`src/design/dart_pkg.sv`:
```
// Shared types and constants for the DAG reachability and dirty tracker.
// Used by the controller, the datapath, the top level and the checker.
`timescale 1ns / 1ps

package dart_pkg;

   localparam int NODES  = 64;
   localparam int ADDR_W = (NODES > 1) ? $clog2(NODES) : 1;
   localparam int MODE_W = 3;
   localparam int NODE_W = 6;
   localparam int REQ_W  = 16;
   localparam int RSP_W  = 8;

   localparam logic [MODE_W-1:0] MODE_ADD_EDGE   = 3'd0;
   localparam logic [MODE_W-1:0] MODE_MARK_ABOVE = 3'd1;
   localparam logic [MODE_W-1:0] MODE_QUERY      = 3'd2;
   localparam logic [MODE_W-1:0] MODE_CLEAN      = 3'd3;
   localparam logic [MODE_W-1:0] MODE_REINIT     = 3'd4;

   typedef logic [NODES-1:0]  col_type;
   typedef logic [ADDR_W-1:0] addr_type;

   typedef enum logic [1:0] {
      RD_CHILD = 2'd0,
      RD_NODE  = 2'd1,
      RD_SCAN  = 2'd2
   } rd_sel_type;

   typedef struct packed {
      logic       load;
      logic       rd_en;
      rd_sel_type rd_sel;
      logic       cnt_clear;
      logic       scan;
      logic       union_cap;
      logic       col_write;
      logic       query_cap;
      logic       clean;
      logic       reinit;
      logic       rsp_load;
   } cmd_type;

   typedef struct packed {
      logic [MODE_W-1:0] mode;
      logic              in_range;
      logic              cnt_last;
      logic              rsp_busy;
   } status_type;

   function automatic logic node_ok(input logic [NODE_W-1:0] n);
      return 32'(n) < NODES;
   endfunction

endpackage

```
`src/design/dart_ctrl.sv`:
```
// Sequencer of the tracker: steps each request through reads, writes and
// the column scan. Drives dart_dpath by command struct; uses dart_pkg.
`timescale 1ns / 1ps

module dart_ctrl (
   input  logic                clock,
   input  logic                reset,
   input  logic                req_tvalid,
   output logic                req_tready,
   input  dart_pkg::status_type status,
   output dart_pkg::cmd_type    cmd
);

   typedef enum logic [7:0] {
      ST_IDLE       = 8'b0000_0001,
      ST_DISPATCH   = 8'b0000_0010,
      ST_ADD_PARENT = 8'b0000_0100,
      ST_ADD_WRITE  = 8'b0000_1000,
      ST_QUERY      = 8'b0001_0000,
      ST_MARK       = 8'b0010_0000,
      ST_MARK_DRAIN = 8'b0100_0000,
      ST_FINISH     = 8'b1000_0000
   } state_type;

   state_type state_ff, state_in;

   always_ff @(posedge clock) begin
      if (reset) begin
         state_ff <= ST_IDLE;
      end else begin
         state_ff <= state_in;
      end
   end

   assign req_tready = (state_ff == ST_IDLE);

   always_comb begin
      state_in = state_ff;
      cmd      = '0;
      cmd.rd_sel = dart_pkg::RD_NODE;
      unique case (state_ff)
         ST_IDLE: begin
            if (req_tvalid) begin
               cmd.load = 1'b1;
               state_in = ST_DISPATCH;
            end
         end
         ST_DISPATCH: begin
            priority if (!status.in_range) begin
               state_in = ST_FINISH;
            end else if (status.mode == dart_pkg::MODE_ADD_EDGE) begin
               cmd.rd_en  = 1'b1;
               cmd.rd_sel = dart_pkg::RD_CHILD;
               state_in   = ST_ADD_PARENT;
            end else if (status.mode == dart_pkg::MODE_MARK_ABOVE) begin
               cmd.cnt_clear = 1'b1;
               state_in      = ST_MARK;
            end else if (status.mode == dart_pkg::MODE_QUERY) begin
               cmd.rd_en = 1'b1;
               state_in  = ST_QUERY;
            end else if (status.mode == dart_pkg::MODE_CLEAN) begin
               cmd.clean = 1'b1;
               state_in  = ST_FINISH;
            end else if (status.mode == dart_pkg::MODE_REINIT) begin
               cmd.reinit = 1'b1;
               state_in   = ST_FINISH;
            end else begin
               state_in = ST_FINISH;
            end
         end
         ST_ADD_PARENT: begin
            // Child columns arrive now; fetch the parent's column next.
            cmd.union_cap = 1'b1;
            cmd.rd_en     = 1'b1;
            state_in      = ST_ADD_WRITE;
         end
         ST_ADD_WRITE: begin
            cmd.col_write = 1'b1;
            state_in      = ST_FINISH;
         end
         ST_QUERY: begin
            cmd.query_cap = 1'b1;
            state_in      = ST_FINISH;
         end
         ST_MARK: begin
            cmd.rd_en  = 1'b1;
            cmd.rd_sel = dart_pkg::RD_SCAN;
            cmd.scan   = 1'b1;
            if (status.cnt_last) begin
               state_in = ST_MARK_DRAIN;
            end
         end
         ST_MARK_DRAIN: begin
            // The last column read is folded into the dirty vectors here.
            state_in = ST_FINISH;
         end
         ST_FINISH: begin
            if (!status.rsp_busy) begin
               cmd.rsp_load = 1'b1;
               state_in     = ST_IDLE;
            end
         end
         default: begin
            state_in = ST_IDLE;
         end
      endcase
   end

endmodule

```
`config.mk`:
```
export PLATFORM = sky130hd
export DESIGN_NAME = dart_ctrl
export DESIGN_NICKNAME = d
export VERILOG_FILES = /design/src/design/dart_pkg.sv /design/src/design/dart_ctrl.sv
export SDC_FILE = /design/constraint.sdc
export NUM_CORES = 1
export LEC_CHECK = 0
export BUFFER_PORTS_ARGS = -buffer_cell sky130_fd_sc_hd__buf_4
export CELL_PAD_IN_SITES_DETAIL_PLACEMENT = 0
export CELL_PAD_IN_SITES_GLOBAL_PLACEMENT = 1
export CORE_UTILIZATION = 33
export CTS_CLUSTER_DIAMETER = 50
export DETAILED_ROUTE_END_ITERATION = 10
export GPL_TIMING_DRIVEN = 1
export PLACE_DENSITY = 0.83
export SYNTH_ARGS = -nofsm -noshare
export SYNTH_HDL_FRONTEND = slang
export SYNTH_SLANG_ARGS = --single-unit
```
`constraint.sdc`:
```
create_clock -name clock -period 2.2 [get_ports clock]
set_input_delay 0.33 -clock clock [delete_from_list [all_inputs] [get_ports clock]]
set_output_delay 0.33 -clock clock [all_outputs]
set_load 0.02 [all_outputs]
```
## Word level (Yosys, flattened, before mapping)

Index checks and enable logic that the tools add are counted.

| word-level totals | value |
|---|---|
| register bits | 8 |
| latch bits | 0 |
| memory bits (writable) | 0 |
| bits in read-only memories | 0 |
| bits of input ports | 9 |
| memories kept | 0 |

| operators by class | value |
|---|---|
| $add $sub $neg | 0 |
| $mul | 0 |
| div/mod/pow operators | 0 |
| magnitude comparators | 0 |
| equal/unequal tests | 15 |
| shifts and indexed selects | 0 |
| mux-type cells | 34 |
| bitwise gates (word level) | 0 |
| reduce and logical (&&, ||, !) cells | 4 |

Operators with widths:

| operator | count |
|---|---|
| 8-bit 2-to-1 mux | 7 |
| 8-bit case mux with 6 select lines | 1 |
| 1-bit 2-to-1 mux | 18 |
| 2-bit 2-to-1 mux | 5 |
| 8-bit by 1-bit == test with 1-bit output, second input constant | 1 |
| 8-bit by 2-bit == test with 1-bit output, second input constant | 1 |
| 8-bit by 3-bit == test with 1-bit output, second input constant | 1 |
| 8-bit by 4-bit == test with 1-bit output, second input constant | 1 |
| 8-bit by 5-bit == test with 1-bit output, second input constant | 1 |
| 8-bit by 6-bit == test with 1-bit output, second input constant | 1 |
| 8-bit by 7-bit == test with 1-bit output, second input constant | 1 |
| 8-bit == test, second input constant | 1 |
| 3-bit by 2-bit == test with 1-bit output, second input constant | 2 |
| 2-bit inequality test, second input constant | 3 |
| 4-bit 2-to-1 mux | 1 |
| 2-bit case mux with 2 select lines | 1 |
| 3-bit by 1-bit == test with 1-bit output, second input constant | 1 |
| 3-bit == test, second input constant | 1 |
| 3-bit logical NOT | 1 |
| 3-bit AND reduction | 1 |
| 3-bit OR reduction | 1 |
| 1-bit case mux with 2 select lines | 1 |
| 2-bit OR reduction | 1 |

## Longest topological paths before layout

| logic depth | value |
|---|---|
| depth in word-level cells | 8 |
| depth in mapped cells | 6 |
| gate-level depth less buffers | 4 |

## Least setup slack after synthesis

No wires, ideal clock.

| path | value |
|---|---|
| path kind | reg-to-output |
| start | register state_ff[6] |
| end | output port cmd[10] (netlist bit) |
| arrival | 1.740 ns |
| required time | 1.870 ns |
| setup slack | 0.130 ns |
| stages on the path, launching flop included | 5 |
| buffers on the path | 1 |
| path through | dfxtp_1 -> buf_6 -> or4_4 -> or2_2 -> o21ai_0 |

RTL lines:

| item | line | source |
|---|---|---|
| from (decl) | dart_ctrl.sv:25 | `state_type state_ff, state_in;` |
| from (signal assigned) | dart_ctrl.sv:31 | `state_ff <= state_in;` |
| to (decl) | dart_ctrl.sv:11 | `output dart_pkg::cmd_type cmd` |

==> impl_metrics.toml <==
[global_routing]
grt_pass1_vias = 558
met3_usage_pct = 2.50
grt_pass1_wl_microns = 2240
grt.busiest_layer = "met2"
use_met2_pct = 26.0
grt_max_degree = 10
track_usage_pct = 15.5
grt-ovfl-total = 0
antenna_found_initial = 0
grt.met1_usage_pct = 19.3

[yosys]
ys_seq_area_share_pct = 27.5
synth_compound_area_share_pct = 13.3
synth.area.mux_share_pct = 3.66
yosys.area.top_type_share_pct = 27.5
yosys-top-cells-area = "dfxtp_1 28%, nor4_1 7.5%, o31ai_1 3.9%"
synthCells = 72
synth_largest_area_cell = "dfxtp_1"
yosysWarningCount = 0
ys_seq_elements = 8
synthesis.nets = 81
synth_top_family_by_area = "simple AND/OR/NAND/NOR gates"
synth_fa_ha_area_share_pct = 0
syn_area_sq_um = 582
synth_xor_area_share_pct = 4.52
yosys.area_share.simple_pct = 41.7
syn_area_per_cell_sq_um = 8.08
synth_cell_types = 35

[power]
intPower_uw = 255
power_density_nw_per_um2 = 462
p_switching_uw = 102
pwr-share-clk_pct = 31.5
p_seq_share_pct = 44.7
comb_power_share_pct = 23.9
leakage_nw = 0.314
ir_drop_uv = 228
swShare_pct = 28.6

[worst_setup_path]
critPathArrivalTime_ns = 1.83
cpLargestDelayFamily = "simple AND/OR/NAND/NOR gates"
critPathKind = "reg -> out"
slowest_stage = "or4_4"
cp-start-kind = "flop"
end_kind = "primary output"
path_common_cell = "or4_4"
cp_slowest_stage_delay_ns = 0.54
required_ns = 1.87
cp_max_fo = 3
path_buf_inv = 1
path_cells = "or4_4, or4_4, o21a_1, buf_6"

[cts]
cts_tree = "built"
htree_num_levels = 1
numCtsBuffers = 3
clockBufferDepth = 2
cts.sinks = 8
clk_pin_slew_ns = 0.05
insertion_delay_ns = 0.25
clk_root_buffer_cell = "clkbuf_4"

[drt]
num_vias = 594
avgViaCountPerCell = 5.55
routed_wl_microns = 1370
dr.pass1.iters = 7
routedWlPerCell_microns = 12.8
ant_nets = 0
drt_iter0_markers = 9
drc = 1

[final_layout]
antenna_cells = 0
drive_gt1_share_pct = 40.7
final_common_cell = "buf_4"
largest_reg_flops = 8
nNetsFinal = 102
reg_top3 = "state_ff x8"
final_cells = 107
finish.utilization_pct = 49.1
layout_common_cells = "22 x buf_4, 6 x nor4_1, 5 x dfxtp_1"
largest-register = "state_ff"
syn_to_final_growth_pct = 33.1
nFillCells = 155

[die]
fp.dieW_microns = 44.0
die_area_sq_um = 1940
core_area_sq_um = 1580
initial_core_util_pct = 36.9
rows = 14
ios = 22
die_y_microns = 44.0

[timing]
final_max_slew_viol_count = 0
final_hold_viol_count = 0
fin_worst_skew_ns = 0.00267
max_freq_mhz = 462
worstMarginPinSlew_ns = 0.382
rsz0062_at_grt = "true"
final.period_utilization_pct = 98.4
min_period_ns = 2.16
finalSetupViolations = 0
relSlewSlack_pct = 74.3
setup_tns_ns = 0

[status]
violations = "DRC"
status = "complete, but fails checks"

[job]
cap_viol_max_count = 0

[min_path]
hp-class = "in -> reg"

[place]
gp_congestion = 0.825
hpwl_microns = 1010
dpl.cell_count = 103
io_buffers = 21
-- path summary, 6_finish.rpt --
path              depth (start not counted)   startpoint           to  slack [ns]
setup / recovery                          4  state_ff[6]       cmd[8]        0.04
hold / removal                            2    status[4]  state_ff[2]        0.29
setup reg to reg                          4  state_ff[5]  state_ff[6]        0.35
hold reg to reg                           2  state_ff[5]  state_ff[3]        0.66
-- per-layer routing --
metal	part of all wire, %	vias to the layer above	routed length (microns)
met5	0	-	0
met4	0.73	0	10
met3	4.1	2	56
met2	49	21	671
met1	46	271	627
li1	-	300	-
-- power by group through the flow --
stage / Clock [mW] / Combinational (mW) / Sequential (mW)
floorplan: 0 / 0.0550 / 0.159
finish: 0.113 / 0.0853 / 0.160
global route: 0.120 / 0.0938 / 0.160
detailed placement: 0 / 0.0830 / 0.162
CTS: 0.114 / 0.0853 / 0.159
global placement: 0 / 0.0839 / 0.162
-- synth_stat cells --
master     number
o2111ai_1       1
clkbuf_1        4
mux2i_1         1
and4b_1         2
nand2_1         4
or2_1           1
mux2_2          1
nor3b_2         1
o21a_1          1
nor2b_1         2
o31ai_1         3
dfxtp_1         8
inv_1           4
nand3b_1        1
a21oi_2         1
a211o_1         1
o21ai_0         2
nand4b_1        2
xnor2_1         2
nor4_1          7
xor2_1          1
o22ai_1         1
nor2_1          4
or4_1           1
and3_1          1
nor3b_1         1
or2_2           2
or4_4           2
buf_4           1
buf_2           1
nand2b_1        3
and2_1          2
a21oi_1         1
nor3_1          1
buf_6           1
-- per-stage QoR --
step / instance area [sq um] / setup WS (ns) / hold WS, ns / total power, mW
2_1_floorplan: 582 / 0.130 / 0.409 / 0.214
3_3_place_gp: 728 / 0.214 / 0.547 / 0.246
3_5_place_dp: 728 / 0.228 / 0.552 / 0.245
4_1_cts: 771 / 0.0199 / 0.289 / 0.358
5_1_grt: 774 / -0.0223 / 0.296 / 0.374
6_report: 774 / 0.0355 / 0.288 / 0.358
-- final cells by class --
cell class,instances,area [sq um],share of cell area (%)
inverters,4,15.0,1.94
multi-input cells,53,374,48.3
repair buffers,23,176,22.8
flip-flops and latches,8,166,21.5
well taps,16,20.0,2.58
clock buffers,3,22.5,2.91
-- cells by family after synthesis --
group / after synthesis
flip-flops: 8
AND/OR/NAND/NOR: 37
AO/OA/AOI/OAI: 11
buffers and inverters: 11
multiplexers: 2
XOR/XNOR: 3
-- what timing repair did --
action                     in CTS  in global routing
setup endpoints to repair       5                  5
gates resized for setup         5                  1
pin swaps                       0                  1
setup buffers                   1                  0
hold buffers                    0                  0
(Power assumes the default switching activity.)
